--- src/rtl/core/sfm_pkg.sv ---
// ----------------------------------------------------------------------------
// sfm_pkg
// Shared types, constants and the table-building function for the STFT
// magnitude block.
// ----------------------------------------------------------------------------
package sfm_pkg;

   localparam int FFT_POINTS_DEF    = 64;
   localparam int WINDOW_LENGTH_DEF = 64;
   localparam int ADDR_W            = 10;
   localparam int CNT_W             = 11;
   localparam int HOP_W             = 7;
   localparam logic [HOP_W-1:0] HOP_RESET = 7'd16;
   localparam logic [21:0] MAG_MAX  = 22'h3FFFFF;
   localparam int CORDIC_STEPS      = 16;

   localparam longint ATAN_TURNS [CORDIC_STEPS] = '{
      64'h20000000, 64'h12E4051E, 64'h09FB385B, 64'h051111D4,
      64'h028B0D43, 64'h0145D7E1, 64'h00A2F61E, 64'h00517C55,
      64'h0028BE53, 64'h00145F2F, 64'h000A2F98, 64'h000517CC,
      64'h00028BE6, 64'h000145F3, 64'h0000A2FA, 64'h0000517D
   };

   typedef struct packed {
      logic signed [15:0] sample;
      logic               last_sample;
   } req_type;

   typedef struct packed {
      logic [15:0] frame_index;
      logic [5:0]  bin_index;
      logic [21:0] magnitude;
      logic        last_bin;
   } rsp_type;

   typedef struct packed {
      logic [ADDR_W-1:0] base;
      logic [CNT_W-1:0]  count;
      logic [15:0]       frame;
   } cmd_type;

   typedef struct packed {
      logic              en;
      logic [ADDR_W-1:0] addr;
      logic [15:0]       data;
   } hist_wr_type;

   typedef enum logic [2:0] {
      ST_IDLE, ST_COPY, ST_MAC, ST_ROUND, ST_SQ_RE, ST_SQ_IM, ST_SQRT, ST_EMIT
   } back_state_type;

   // Returns {cos, sin} in Q3.15 (18-bit signed each) for a phase in 2^-32 turns.
   function automatic logic [35:0] sfm_cos_sin(input logic [31:0] phase);
      longint x;
      longint y;
      longint z;
      longint dx;
      longint dy;
      longint cq;
      longint sq;
      logic signed [17:0] c;
      logic signed [17:0] s;
      x = 652032874;
      y = 0;
      z = longint'(phase & 32'h3FFFFFFF);
      for (int i = 0; i < CORDIC_STEPS; i++) begin
         dx = y >>> i;
         dy = x >>> i;
         if (z >= 0) begin
            x = x - dx;
            y = y + dy;
            z = z - ATAN_TURNS[i];
         end else begin
            x = x + dx;
            y = y - dy;
            z = z + ATAN_TURNS[i];
         end
      end
      cq = (x + 16384) >>> 15;
      sq = (y + 16384) >>> 15;
      case (phase[31:30])
         2'd0: begin
            c = 18'(cq);
            s = 18'(sq);
         end
         2'd1: begin
            c = 18'(-sq);
            s = 18'(cq);
         end
         2'd2: begin
            c = 18'(-cq);
            s = 18'(-sq);
         end
         default: begin
            c = 18'(sq);
            s = 18'(-cq);
         end
      endcase
      return {c, s};
   endfunction

endpackage

--- src/rtl/core/sfm_cmd_fifo.sv ---
// ----------------------------------------------------------------------------
// sfm_cmd_fifo
// Two-entry queue of frame commands between the front and the back.
// ----------------------------------------------------------------------------
module sfm_cmd_fifo
   import sfm_pkg::*;
(
   input  logic    clock,
   input  logic    reset,
   input  logic    push,
   input  cmd_type push_data,
   input  logic    pop,
   output cmd_type pop_data,
   output logic    empty,
   output logic    full
);

   cmd_type    entry_ff [2];
   logic       wr_ptr_ff;
   logic       wr_ptr_in;
   logic       rd_ptr_ff;
   logic       rd_ptr_in;
   logic [1:0] count_ff;
   logic [1:0] count_in;

   assign empty    = (count_ff == 2'd0);
   assign full     = (count_ff == 2'd2);
   assign pop_data = entry_ff[rd_ptr_ff];

   always_comb begin
      wr_ptr_in = wr_ptr_ff ^ push;
      rd_ptr_in = rd_ptr_ff ^ pop;
      count_in  = count_ff + 2'(push) - 2'(pop);
   end

   always_ff @(posedge clock) begin
      if (reset) begin
         wr_ptr_ff <= 1'b0;
         rd_ptr_ff <= 1'b0;
         count_ff  <= 2'd0;
      end else begin
         wr_ptr_ff <= wr_ptr_in;
         rd_ptr_ff <= rd_ptr_in;
         count_ff  <= count_in;
      end
   end

   always_ff @(posedge clock) begin
      if (push) begin
         entry_ff[wr_ptr_ff] <= push_data;
      end
   end

   a_no_overflow: assert property (@(posedge clock) disable iff (reset)
      push |-> !full || pop) else $error("Command pushed into a full queue.");
   a_no_underflow: assert property (@(posedge clock) disable iff (reset)
      pop |-> !empty) else $error("Command popped from an empty queue.");

endmodule

--- config.mk ---
export PLATFORM = sky130hd
export DESIGN_NAME = sfm_cmd_fifo
export DESIGN_NICKNAME = d
export VERILOG_FILES = /design/src/rtl/core/sfm_pkg.sv /design/src/rtl/core/sfm_cmd_fifo.sv
export SDC_FILE = /design/constraint.sdc
export NUM_CORES = 1
export LEC_CHECK = 0
export BUFFER_PORTS_ARGS = -buffer_cell sky130_fd_sc_hd__clkbuf_2
export CORE_ASPECT_RATIO = 1.4
export CORE_MARGIN = 5
export CORE_UTILIZATION = 50
export CTS_BUF_LIST = sky130_fd_sc_hd__clkbuf_8
export CTS_CLUSTER_SIZE = 24
export DETAILED_ROUTE_END_ITERATION = 16
export GPL_TIMING_DRIVEN = 0
export PLACE_DENSITY_LB_ADDON = 0.2
export SYNTH_ARGS = -nofsm -noshare
export SYNTH_HDL_FRONTEND = slang
export SYNTH_SLANG_ARGS = --single-unit
--- constraint.sdc ---
create_clock -name clock -period 3.12 [get_ports clock]
set_input_delay 0.156 -clock clock [delete_from_list [all_inputs] [get_ports clock]]
set_output_delay 0.156 -clock clock [all_outputs]
set_load 0.02 [all_outputs]
# == Word-level counts from Yosys, hierarchy flattened ==
# Memories as Yosys holds them, arrays and structs flattened. A register that Yosys moved wholly into a read port is not among the register bits.
# Index checks and enable logic that the tools add are counted.
# Widths: inputs -> output; s select.
# word_totals
reg_bits,4
mem_bits_rw,74
input_bits,41
output_inout_bits,39
word_cells,13
memories,1
# classes
add_sub_neg,2
n_eq_ne,1
muxes,3
n_bitwise,2
reduce_logical,1
# memory_table
name,depth,width,read_ports,rd_clocked_by_memory_dff,wr,line,text
entry_ff,2,37,1,1,1,sfm_cmd_fifo.sv:18,cmd_type entry_ff [2];
# ops
op,count
$mux 1,3
$add 2x1->2,1
$eq 2x2->1 const B,1
$logic_not 2->1,1
$sub 2x1->2,1
$xor 1x1->1,2

# == Depth between registers and ports, before layout ==
# logic_depth
depth_word,2
depth_mapped,6
depth_no_buf,6

# == Worst setup path after synthesis ==
# OpenSTA, ideal clock, no wires.
# synth_path
kind,register -> register
from,reg wr_ptr_ff
to,"mem entry_ff[0][0] (netlist bit), enable pin"
setup_ps,398
arrival_time_ps,1280
t_required_ps,2722
slack_ps,1443
path_stages_with_launch,3
n_path_buf,0
synth_period_minus_slack_ps,1677
cell_sequence,dfxtp_1 > inv_1 > ha_1
# synth_lines
element,line,text
start: declaration,sfm_cmd_fifo.sv:19,logic wr_ptr_ff;
start signal: assignment,sfm_cmd_fifo.sv:42,wr_ptr_ff <= wr_ptr_in;
end: declaration,sfm_cmd_fifo.sv:18,
# No word-level cell before the write port.

==> impl_metrics.env <==
export IMPL_grt_overflow_total=0
export IMPL_busiest_layer="met2"
export IMPL_die_area_um2=7570
export IMPL_max_cap_violations=0
export IMPL_mappedNetlistArea_um2=2955
export IMPL_path_class="reg2out"
export IMPL_power_density_nw_per_um2=633.3
export IMPL_outcome="finished clean"
export IMPL_portBuffers=79
export IMPL_worst_pin_slew_ns=0.9048
export IMPL_drtAntennaViolNets=0
export IMPL_drt_iter0_markers=67
export IMPL_rrSetupSlack_ns=1.58
export IMPL_fin_crit_ns=1.645
export IMPL_coreArea_um2=5822
export IMPL_grt_pass1_wl_mm=7.279
export IMPL_yosysSeqAreaShare_pct=77.90
export IMPL_cts_resized=0
export IMPL_cts_made_buffers=9
export IMPL_finalWirelength_mm=4.834
export IMPL_clockBufferDepth=2
export IMPL_layout_common_cells="clkbuf_2 (79), edfxtp_1 (74), mux2_4 (20)"
export IMPL_use_met1_pct=12.42
export IMPL_yosysWarnings=0
export IMPL_reg2reg_from="wr_ptr_ff"
export IMPL_hold_viol=0
export IMPL_num_rows=33
export IMPL_synthCells=134
export IMPL_antenna_cells=0
export IMPL_gp_congestion=0.6599
export IMPL_end_kind="primary output"
export IMPL_rsz0062_at_grt="false"
export IMPL_htree_levels=3
export IMPL_worst_slack_ns=1.475
export IMPL_hold_depth=1
export IMPL_grt_use_met3_pct=4.990
export IMPL_cts_sinks=78
export IMPL_viasPerCell=4.829
export IMPL_grt_pass1_vias=1683
export IMPL_setup_viol=0
export IMPL_crit_arrival_ns=1.49
export IMPL_chipWidth_um=74.98
export IMPL_tns_ns=0
export IMPL_min_from="push_data[14]"
export IMPL_fp_dieH_um=101.0
export IMPL_finalMaxSlewViolations=0
export IMPL_fin_skew_ns=0.003835
export IMPL_maxSlewHeadroom_pct=39.68
export IMPL_grt_use_met2_pct=25.30
export IMPL_grt_total_usage_pct=13.48
export IMPL_r2r_cells=2
export IMPL_clk_pin_slew_ns=0.07
export IMPL_min_to="entry_ff[1][14]"
export IMPL_num_vias=1526
export IMPL_wire_per_inst_um=15.30
export IMPL_critical_path_required_ns=2.96
export IMPL_initial_core_util_pct=50.76
export IMPL_cts_root_buf="clkbuf_8"
export IMPL_area_growth_pct=30.23
export IMPL_ys_top_cells_by_area="edfxtp_1 (75%), mux2_4 (10%), mux2_2 (6.5%)"
export IMPL_post_route_period_util_pct=52.72
export IMPL_yosysTopAreaCell="edfxtp_1"
export IMPL_layout_commonest_cell="clkbuf_2"
export IMPL_antenna_found_initial=0
export IMPL_cts_tree="done"
export IMPL_dp_slack_ns=1.544
export IMPL_ys_ff_latch=78
export IMPL_p_leak_nw=1.545
export IMPL_drc_errors=0
export IMPL_startpoint_type="flip-flop"
export IMPL_synth_top_cell_area_share_pct=75.19
export IMPL_first_pass_iters=4
export IMPL_io_pins=80
export IMPL_synth_net_count=179
export IMPL_crit_fanout=10
export IMPL_finalNetCount=287
export IMPL_hp_class="in2reg"
export IMPL_grt_max_degree=38
export IMPL_ir_drop_mv=0.3985
export IMPL_layout_drive_gt1_share_pct=54.47
export IMPL_fmax_ghz=0.6080
export IMPL_ys_types=12
export IMPL_timing_rr_end="entry_ff[0][24]"
export IMPL_hpwl_mm=3.342
export IMPL_insertion_delay_ns=0.33
export IMPL_synth_area_per_cell_um2=22.05
[final cells by class]
type | count | area (um2)
plain buffers | 4 | 41.29
multi-input cells | 49 | 605.6
flip-flops and latches | 78 | 2302
fillers | 421 | 1973
inverters | 3 | 11.26
clock buffers | 9 | 123.9
repair buffers | 97 | 575.6
well taps | 70 | 87.58
clock inverters | 6 | 101.3
[critical path, cell delays in order (launching register included)]
cell and delay (ns):
dfxtp_1 0.34, buf_6 0.15, buf_6 0.19, mux2_4 0.32
clkbuf_2 0.16
[synthesized netlist by cell type]
cell type	number
xnor2_1	1
buf_6	3
buf_4	1
dfxtp_1	4
xnor3_1	1
ha_1	4
edfxtp_1	74
nor2b_1	2
nor2_1	4
mux2_4	20
mux2_2	17
inv_1	3
[how the worst max path moves through the flow]
stage,startpoint,endpoint
after CTS,rd_ptr_ff,pop_data[9]
after global routing,rd_ptr_ff,pop_data[16]
final,rd_ptr_ff,pop_data[9]
after global placement,wr_ptr_ff,entry_ff[0][7]
after floorplan,wr_ptr_ff,entry_ff[0][0]
after detailed placement,wr_ptr_ff,entry_ff[0][10]
[report_power, final]
part | internal (mW) | leakage (nW) | switching (mW) | total [mW]
sequential | 1.22 | 0.728 | 0.0199 | 1.24
clock | 0.519 | 0.112 | 0.312 | 0.830
combinational | 0.171 | 0.705 | 0.194 | 0.365
total | 1.91 | 1.54 | 0.525 | 2.44
[state kept, by name, indices dropped and copies added (netlist names)]
signal / flops
count_ff: 2
entry_ff: 74
rd_ptr_ff: 1
wr_ptr_ff: 1
[per-layer routing]
layer / part of all wire, % / wire length (um)
met5: 0 / 0
met1: 33 / 1586
met2: 58 / 2827
met4: 0.95 / 46
met3: 7.7 / 373
[stage by stage]
step / cells / total power [mW] / utilization (%) / hold slack [ns] / area, um2
global route: 316 / 2.528 / 66.11 / 0.0001639 / 3849
global placement: 283 / 1.602 / 59.06 / 0.3440 / 3438
detailed placement: 283 / 1.620 / 59.14 / 0.3485 / 3443
floorplan: 134 / 1.498 / - / 0.2227 / 2955
CTS: 314 / 2.467 / 65.76 / 0.0005065 / 3829
finish: 316 / 2.437 / 66.11 / 0.01801 / 3849
[what timing repair did]
action / CTS / global route
hold buffers: 16 / 2
setup buffers: 0 / 0
endpoints found under the hold margin: 32 / 4
[logic make-up (layout without fill, tap and decap cells)]
logic type	count (synthesis)	after routing	synth area share, %
flops	78	78	77.90
mux	37	37	16.64
buf+inv	7	119	1.778
simple gates	6	6	0.9312
fa+ha+maj	4	4	1.694
xor+xnor	2	2	1.058
No activity file was read; power rests on OpenSTA's default activity.
