File: src/rtl/core/sfm_pkg.sv
// ----------------------------------------------------------------------------
// sfm_pkg
// Shared types, constants and the table-building function for the STFT
// magnitude block.
// ----------------------------------------------------------------------------
package sfm_pkg;

   localparam int FFT_POINTS_DEF    = 64;
   localparam int WINDOW_LENGTH_DEF = 64;
   localparam int ADDR_W            = 10;
   localparam int CNT_W             = 11;
   localparam int HOP_W             = 7;
   localparam logic [HOP_W-1:0] HOP_RESET = 7'd16;
   localparam logic [21:0] MAG_MAX  = 22'h3FFFFF;
   localparam int CORDIC_STEPS      = 16;

   localparam longint ATAN_TURNS [CORDIC_STEPS] = '{
      64'h20000000, 64'h12E4051E, 64'h09FB385B, 64'h051111D4,
      64'h028B0D43, 64'h0145D7E1, 64'h00A2F61E, 64'h00517C55,
      64'h0028BE53, 64'h00145F2F, 64'h000A2F98, 64'h000517CC,
      64'h00028BE6, 64'h000145F3, 64'h0000A2FA, 64'h0000517D
   };

   typedef struct packed {
      logic signed [15:0] sample;
      logic               last_sample;
   } req_type;

   typedef struct packed {
      logic [15:0] frame_index;
      logic [5:0]  bin_index;
      logic [21:0] magnitude;
      logic        last_bin;
   } rsp_type;

   typedef struct packed {
      logic [ADDR_W-1:0] base;
      logic [CNT_W-1:0]  count;
      logic [15:0]       frame;
   } cmd_type;

   typedef struct packed {
      logic              en;
      logic [ADDR_W-1:0] addr;
      logic [15:0]       data;
   } hist_wr_type;

   typedef enum logic [2:0] {
      ST_IDLE, ST_COPY, ST_MAC, ST_ROUND, ST_SQ_RE, ST_SQ_IM, ST_SQRT, ST_EMIT
   } back_state_type;

   // Returns {cos, sin} in Q3.15 (18-bit signed each) for a phase in 2^-32 turns.
   function automatic logic [35:0] sfm_cos_sin(input logic [31:0] phase);
      longint x;
      longint y;
      longint z;
      longint dx;
      longint dy;
      longint cq;
      longint sq;
      logic signed [17:0] c;
      logic signed [17:0] s;
      x = 652032874;
      y = 0;
      z = longint'(phase & 32'h3FFFFFFF);
      for (int i = 0; i < CORDIC_STEPS; i++) begin
         dx = y >>> i;
         dy = x >>> i;
         if (z >= 0) begin
            x = x - dx;
            y = y + dy;
            z = z - ATAN_TURNS[i];
         end else begin
            x = x + dx;
            y = y - dy;
            z = z + ATAN_TURNS[i];
         end
      end
      cq = (x + 16384) >>> 15;
      sq = (y + 16384) >>> 15;
      case (phase[31:30])
         2'd0: begin
            c = 18'(cq);
            s = 18'(sq);
         end
         2'd1: begin
            c = 18'(-sq);
            s = 18'(cq);
         end
         2'd2: begin
            c = 18'(-cq);
            s = 18'(-sq);
         end
         default: begin
            c = 18'(sq);
            s = 18'(-cq);
         end
      endcase
      return {c, s};
   endfunction

endpackage

File: src/rtl/core/sfm_front.sv
// ----------------------------------------------------------------------------
// sfm_front
// Accepts samples, keeps the clip counters and the hop register, writes the
// sample history and issues a frame command when a frame is due.
// ----------------------------------------------------------------------------
module sfm_front
   import sfm_pkg::*;
#(
   parameter int WINDOW_LENGTH = WINDOW_LENGTH_DEF
) (
   input  logic             clock,
   input  logic             reset,
   input  logic             req_valid,
   output logic             req_ready,
   input  req_type          req_data,
   input  logic             csr_valid,
   input  logic [HOP_W-1:0] csr_data,
   input  logic             queue_empty,
   input  logic             copy_busy,
   output logic             cmd_push,
   output cmd_type          cmd_data,
   output hist_wr_type      hist_wr
);

   localparam int HW = (WINDOW_LENGTH > 1) ? $clog2(WINDOW_LENGTH) : 1;
   localparam logic [15:0] W16 = 16'(WINDOW_LENGTH);
   localparam logic [HW:0] W_EXT = (HW+1)'(WINDOW_LENGTH);

   logic [HOP_W-1:0] hop_ff;
   logic [HOP_W-1:0] hop_in;
   logic [15:0]      seen_ff;
   logic [15:0]      seen_in;
   logic [HOP_W-1:0] cd_ff;
   logic [HOP_W-1:0] cd_in;
   logic [15:0]      frames_ff;
   logic [15:0]      frames_in;
   logic [HW-1:0]    wp_ff;
   logic [HW-1:0]    wp_in;

   logic             accept;
   logic [15:0]      seen_inc;
   logic [HOP_W-1:0] cd_dec;
   logic [HOP_W-1:0] cd_step;
   logic             fire;
   logic             pad;
   logic [HW:0]      pad_off;
   logic [HW:0]      pad_sum;
   logic [HW-1:0]    pad_base;

   assign req_ready = queue_empty && !copy_busy;
   assign accept    = req_valid && req_ready;

   always_comb begin
      hop_in   = csr_valid ? csr_data : hop_ff;
      seen_inc = (seen_ff == 16'hFFFF) ? seen_ff : seen_ff + 16'd1;
      cd_dec   = (cd_ff != '0) ? cd_ff - 1'b1 : cd_ff;
      wp_in    = (wp_ff == HW'(WINDOW_LENGTH - 1)) ? '0 : wp_ff + 1'b1;
      if (seen_inc == W16) begin
         fire    = 1'b1;
         cd_step = cd_ff;
      end else if (seen_inc > W16) begin
         fire    = (cd_dec == '0);
         cd_step = cd_dec;
      end else begin
         fire    = 1'b0;
         cd_step = cd_ff;
      end
      if (fire) begin
         cd_step = (hop_ff == '0) ? HOP_W'(1) : hop_ff;
      end
      pad      = !fire && req_data.last_sample && (seen_inc < W16);
      pad_off  = W_EXT - (HW+1)'(seen_inc);
      pad_sum  = {1'b0, wp_in} + pad_off;
      pad_base = (pad_sum >= W_EXT) ? HW'(pad_sum - W_EXT) : pad_sum[HW-1:0];

      seen_in   = seen_ff;
      cd_in     = cd_ff;
      frames_in = frames_ff;
      if (accept) begin
         if (req_data.last_sample) begin
            seen_in   = '0;
            cd_in     = '0;
            frames_in = '0;
         end else begin
            seen_in   = seen_inc;
            cd_in     = cd_step;
            frames_in = frames_ff + 16'(fire);
         end
      end

      cmd_push       = accept && (fire || pad);
      cmd_data.base  = ADDR_W'(fire ? wp_in : pad_base);
      cmd_data.count = fire ? CNT_W'(WINDOW_LENGTH) : CNT_W'(seen_inc);
      cmd_data.frame = frames_ff;

      hist_wr.en   = accept;
      hist_wr.addr = ADDR_W'(wp_ff);
      hist_wr.data = req_data.sample;
   end

   always_ff @(posedge clock) begin
      if (reset) begin
         hop_ff    <= HOP_RESET;
         seen_ff   <= '0;
         cd_ff     <= '0;
         frames_ff <= '0;
         wp_ff     <= '0;
      end else begin
         hop_ff    <= hop_in;
         seen_ff   <= seen_in;
         cd_ff     <= cd_in;
         frames_ff <= frames_in;
         if (accept) begin
            wp_ff <= wp_in;
         end
      end
   end

endmodule

File: config.mk
export PLATFORM = sky130hd
export DESIGN_NAME = sfm_front
export DESIGN_NICKNAME = d
export VERILOG_FILES = /design/src/rtl/core/sfm_pkg.sv /design/src/rtl/core/sfm_front.sv
export SDC_FILE = /design/constraint.sdc
export NUM_CORES = 1
export LEC_CHECK = 0
export BUFFER_PORTS_ARGS = -buffer_cell sky130_fd_sc_hd__buf_4
export CAP_MARGIN = 15
export CORE_MARGIN = 3
export CORE_UTILIZATION = 35
export CTS_BUF_LIST = sky130_fd_sc_hd__clkbuf_4 sky130_fd_sc_hd__clkbuf_8
export DETAILED_ROUTE_END_ITERATION = 10
export SETUP_SLACK_MARGIN = 0.05
export SYNTH_ARGS = -nofsm -noshare
export SYNTH_HDL_FRONTEND = slang
export SYNTH_SLANG_ARGS = --single-unit
File: constraint.sdc
create_clock -name clock -period 6.45 [get_ports clock]
set_input_delay 0 -clock clock [delete_from_list [all_inputs] [get_ports clock]]
set_output_delay 0 -clock clock [all_outputs]
set_load 0.05 [all_outputs]
; ---- Word level (Yosys, flattened, before mapping)
; Cells that the tools add are included.
[word_totals]
reg_bits = 52
input_bits = 30
out_inout_bits = 66
[op_classes]
addsub = 7
n_lt_le_gt_ge = 3
eq_ne = 4
muxes = 15
reduce_logical = 13
[ops]
columns = op, n
row1 = two-way mux 16 bit, 3
row2 = two-way mux 7 bit, 6
row3 = two-way mux 6 bit, 3
row4 = adder 16 x 1 -> 16 bit, 1
row5 = adder 16 x 1 -> 16 bit (second input constant), 1
row6 = == test 16 bit (second input constant), 1
row7 = == test 16 x 7 -> 1 bit (second input constant), 1
row8 = greater-than comparator 16 x 7 -> 1 bit (second input constant), 1
row9 = < comparator 16 x 7 -> 1 bit (second input constant), 1
row10 = zero test 7 bit, 2
row11 = two-way mux 11 bit, 1
row12 = adder 6 x 7 -> 7 bit, 1
row13 = >= comparator 7 bit (second input constant), 1
row14 = nonzero test 7 bit, 1
row15 = subtractor 7 x 1 -> 7 bit (second input constant), 1
row16 = subtractor 7 bit (first input constant), 1
row17 = adder 6 x 1 -> 6 bit (second input constant), 1
row18 = == test 6 bit (second input constant), 1
row19 = subtractor 6 x 1 -> 6 bit (second input constant), 1
row20 = logical AND 1 bit, 5
row21 = inequality test 3 bit (second input constant), 1
row22 = AND reduction 3 bit, 1
row23 = nonzero test 3 bit, 1
row24 = zero test 1 bit, 2
row25 = other kinds (2), 3

; ---- Logic depth before layout (Yosys ltp)
[depth]
word_depth = 10
ltp_mapped = 17
mapped_depth_nobuf = 14

; ---- Worst setup path after synthesis
; Ideal clock, no wire load.
[synth_timing]
kind = register to register
from = register seen_ff[0]
to = register frames_ff[13]
arrival_time_ps = 3589
required_ps = 6322
slack_ps = 2734
path_stages_with_launch = 17
path_buffers = 3
synth_period_minus_slack_ps = 3716
cell_sequence = dfxtp_1 > ha_1 > buf_2 > nand4_1 > nor4_1 > mux2i_1 > nand4_4 > o31ai_4 > and2_1 > buf_6 > buf_12 > ha_1 > nand2_1 > nor4_1 > nand3_1 > xor2_1 > nor2_1
[synth_via]
elab_chain_cells = 7
elab_cells_between_ends = 9
[synth_rtl]
columns = item, line
row1 = "start, declared", sfm_front.sv:31  ; logic [15:0] seen_ff;
row2 = "start signal, assigned", sfm_front.sv:110  ; seen_ff <= seen_in;
row3 = adder 16 x 1 -> 16 bit / == test 16 bit (equally long branches), sfm_front.sv:55  ; seen_inc = (seen_ff == 16'hFFFF) ? seen_ff : seen_ff + 16'd1;
row4 = two-way mux 16 bit (*), sfm_front.sv:55
row5 = greater-than comparator 16 x 7 -> 1 bit, sfm_front.sv:61  ; end else if (seen_inc > W16) begin
row6 = two-way mux 1 bit, sfm_front.sv:61
row7 = two-way mux 1 bit (*), sfm_front.sv:58  ; if (seen_inc == W16) begin
row8 = adder 16 x 1 -> 16 bit (*), sfm_front.sv:87  ; frames_in = frames_ff + 16'(fire);
row9 = two-way mux 16 bit (*), sfm_front.sv:80  ; if (req_data.last_sample) begin
row10 = "end signal, assigned", sfm_front.sv:112  ; frames_ff <= frames_in;
row11 = "end, declared", sfm_front.sv:35  ; logic [15:0] frames_ff;
; Every way passes the cells marked *; elsewhere a longest branch is shown, timed or not.
; A chain may end at the register's enable or synchronous reset.

; ---- Final worst setup path
[layout_timing]
from = register seen_ff[0]
to = register frames_ff[15]
; The elaborated chain is that of the path after synthesis.

==> summary.md <==
| Metric | Value |
|---|---|
| Run status | finished clean |
| Clock network power share | roughly a third |
| IO Pins | 96 |
| Prevailing post-synth register cell | dfxtp_1 |
| Setup_tns | 0 ns |
| CP endpoint kind | flip-flop |
| # fillers | roughly 1.0k |
| HP Class | in2out |
| Netlist Area Pre-Place | between 3000 and 4000 sq um |
| Ys Warns | 0 |
| Start of the worst register-to-register path | seen_ff[0]$_SDFFE_PP0P_ |
| Comb power frac | ~16% |
| Placed insts | 617 |
| Critical Path End | frames_ff[15]$_SDFFE_PP0P_ |
| DRC | 0 |
| CTS H-tree depth | 2 |
| Fin crit period | roughly 4.6 ns |
| Synthesis-to-layout area growth | 12.3% |
| Final setup vio count | 0 |
| Critical path cell sequence | ha_1 > nand4_1 > nor4_1 > mux2i_1 > nand4_4 > o31ai_4 > and2_1 > ha_1 > nand2_1 > nor4_1 > nand3_1 > xor2_1 > nor2_1 |
| Die Area | 11900 sq um |
| Post-synth EDFFs | 0 |
| GR Overflow Total | 0 |
| Max Cap Viol | 0 |
| Slew HR | a little under two fifths |
| Largest net degree at the start of global routing | 36 |
| Drt via density | 5.27 |
| Tcrit/Tclk final | ~72% |
| Reg power frac | around half |
| Cell depth of the worst flop-to-flop path | 13 |
| Die width | about 110 um |
| Ys async rst share | 0% |
| Number of global-route vias before repair | about 3.1k |
| Crit start category | flip-flop |
| Wirelength per Cell | approximately 15 um |
| Register area | 1040 sq um |
| Buffers on Ports | 55 |
| Clk_lat worst skew | roughly 0.32 ns |
| Register area share after synthesis | 28.1% |
| Vias | roughly 3.3k |
| Final WL | 9.35 mm |
| Net Sw Frac | 31.0% |
| Area of the multi-input gates | 2310 sq um |
| Crit Path Category | reg2reg |
| Cell Rows | 36 |
| Post-CTS sizing | 0 |
| Pwr Total | 634 uW |
| Power per cell area | roughly 150 nW/um^2 |
| Leakage | about 1.7 nW |
| Top cells by area, synth | dfxtp_1 28%, nor2_1 7.5%, buf_4 5.5% |
| Worst vdd ir | ~0.10 mV |
| F_max | roughly 0.22 GHz |
| Internal | about 440 uW |
| Initial core utilization | between 30% and 40% |
| Switching pwr | a little under 200 uW |
| Max incr delay on CP | ~0.65 ns |
| Setup Skew | around 0.0066 ns |
| Drt first pass iters | 4 |
| Top-area cell type share of the netlist area | between 20 and 30% |
| Hold Violations, Final | 0 |
| First-pass GRT wire length | between 15 and 20 mm |
| Syn Inst Count | 472 |
| Worst Setup SP | seen_ff[0]$_SDFFE_PP0P_ |
| Area leader, netlist | dfxtp_1 |
| CP max-delay cell | and2_1 |
| RD Place Congestion | 0.914 |
| Die height | between 100 and 150 um |
| Final #Nets | between 500 and 600 |
| Sink Count | 52 |
| Antenna cells | 0 |
| CTS buffer count | 5 |
| CORE AREA | approximately 10000 sq um |
| Critical path data required time | 6.65 ns |
| Mean Syn Cell Area | a little under 8 sq um |
| Gr usage total | roughly 16% |
| Root Buffer | clkbuf_8 |
| Fin cells | 633 |
| Netlist cell types | 68 |
| RSZ-0062 raised after global routing | no |
| Least-Margin Pin Slew | 0.941 ns |
| Crit Reg-Reg Endpoint | frames_ff[15]$_SDFFE_PP0P_ |
| Post-route core utilization | between 40% and 50% |
| DP Wirelength | roughly 6.7 mm |
| Remaining antenna violation count | 0 |
| Clock transition at the registers of the reported paths | 0.11 ns |
| Slew Limit Fails | 0 |
| Yosys reg bits | 52 |
| DRT iter0 DRCs | 187 |
| Share of cells above drive strength 1 | about 17% |
| R2r setup slk | between 1.5 and 2 ns |
| Initial antenna violation count | 0 |
| Crit Path Max Fanout | 17 |
| Clock buffer depth | 2 |
| Critical Path AT | around 4.8 ns |
| CTS tree | built |
## through the flow
| stage | hold slack (ns) | area [sq um] | worst slack [ns] |
|---|---|---|---|
| final | 0.0000163 | 4170 | 1.84 |
| after global routing | 0.0000732 | 4170 | 1.29 |
| after CTS | 0.000341 | 4170 | 1.81 |
| after detailed placement | 0.000341 | 3990 | 1.84 |
| after global placement | 0.000341 | 3990 | 2.04 |
| after floorplan | 0.122 | 3730 | 2.73 |
## layout by cell type (no fill, tap or decap), drive strengths merged, types with 12 or more instances in the layout
| master | n |
|---|---|
| a21oi | 24 |
| o21ai | 25 |
| nor3 | 15 |
| xnor2 | 13 |
| mux2i | 12 |
| nand3 | 24 |
| buf | 56 |
| inv | 15 |
| nand2 | 32 |
| dfxtp | 52 |
| xor2 | 18 |
| nand4 | 12 |
| nor2 | 75 |
## synth_stat cells (11+ instances only)
library cell  number
xor2_1            18
nand2_1           32
buf_4             27
xnor2_1           13
dfxtp_1           52
mux2i_1           12
nor2_1            74
o21ai_0           24
clkbuf_1          13
a21oi_1           24
ha_1              11
inv_1             13
nand3_1           23
nor3_1            14
## layer usage
layer  part of all wire, %  GRT usage (%)  vias up
met5                     0              0        -
met4                   1.6           3.97        0
met3                   5.2           3.08       13
met2                    46           26.1      105
met1                    47           21.6     1538
li1                      -              -     1682
## cell families after synthesis
logic type | synth area share (%)
compound gates | 15.1
flops | 28.1
xor+xnor | 7.32
fa+ha+maj | 4.25
simple gates | 28.9
other cells | 0.101
mux | 5.97
buf+inv | 10.2
## repair_timing
action	4_1_cts	5_1_grt
buffers inserted	0	0
hold endpoints to repair	7	0
endpoints found under the setup margin	0	0
hold buffers	8	0
## power by group through the flow
stage                     Clock, mW  Sequential (mW)  Combinational [mW]
after floorplan                   0            0.337              0.0986
after global placement            0            0.336              0.0946
after detailed placement          0            0.336              0.0948
after CTS                     0.213            0.329              0.0993
after global routing          0.223            0.329               0.106
final                         0.207            0.329              0.0990
## critical path: cells and delay by family (launching register included)
family	cells	cell delay, ns
fa+ha+maj	2	0.66
xor+xnor	1	0.16
flops	1	0.48
mux	1	0.41
simple gates	8	2.35
compound gates	1	0.43
## sequential cells by signal, summed over array words and instances, names as in the netlist
signal / count
seen_ff: 16
frames_ff: 16
hop_ff: 7
cd_ff: 7
wp_ff: 6
## final cells by class
type | count | share of cell area, %
Multi-Input combinational cell | 363 | 55.6
Timing Repair Buffer | 64 | 12.0
Tap cell | 133 | 4.00
Inverter | 13 | 1.17
Clock buffer | 5 | 1.65
Sequential cell | 52 | 25.0
Clock inverter | 3 | 0.601
## how the worst min path moves through the flow
stage | startpoint | endpoint | slack (ns) | cells past startpoint
2_1_floorplan | csr_data[4] | hop_ff[4]$_SDFFE_PP1P_ | 0.12 | 1
3_3_place_gp | req_data[2] | hist_wr[1] | 0.0003 | 0
3_5_place_dp | req_data[2] | hist_wr[1] | 0.0003 | 0
4_1_cts | req_data[2] | hist_wr[1] | 0.0003 | 0
5_1_grt | req_data[15] | hist_wr[14] | 0.00007 | 0
6_report | req_data[11] | hist_wr[10] | 0.00002 | 0
(Power assumes the default switching activity.)
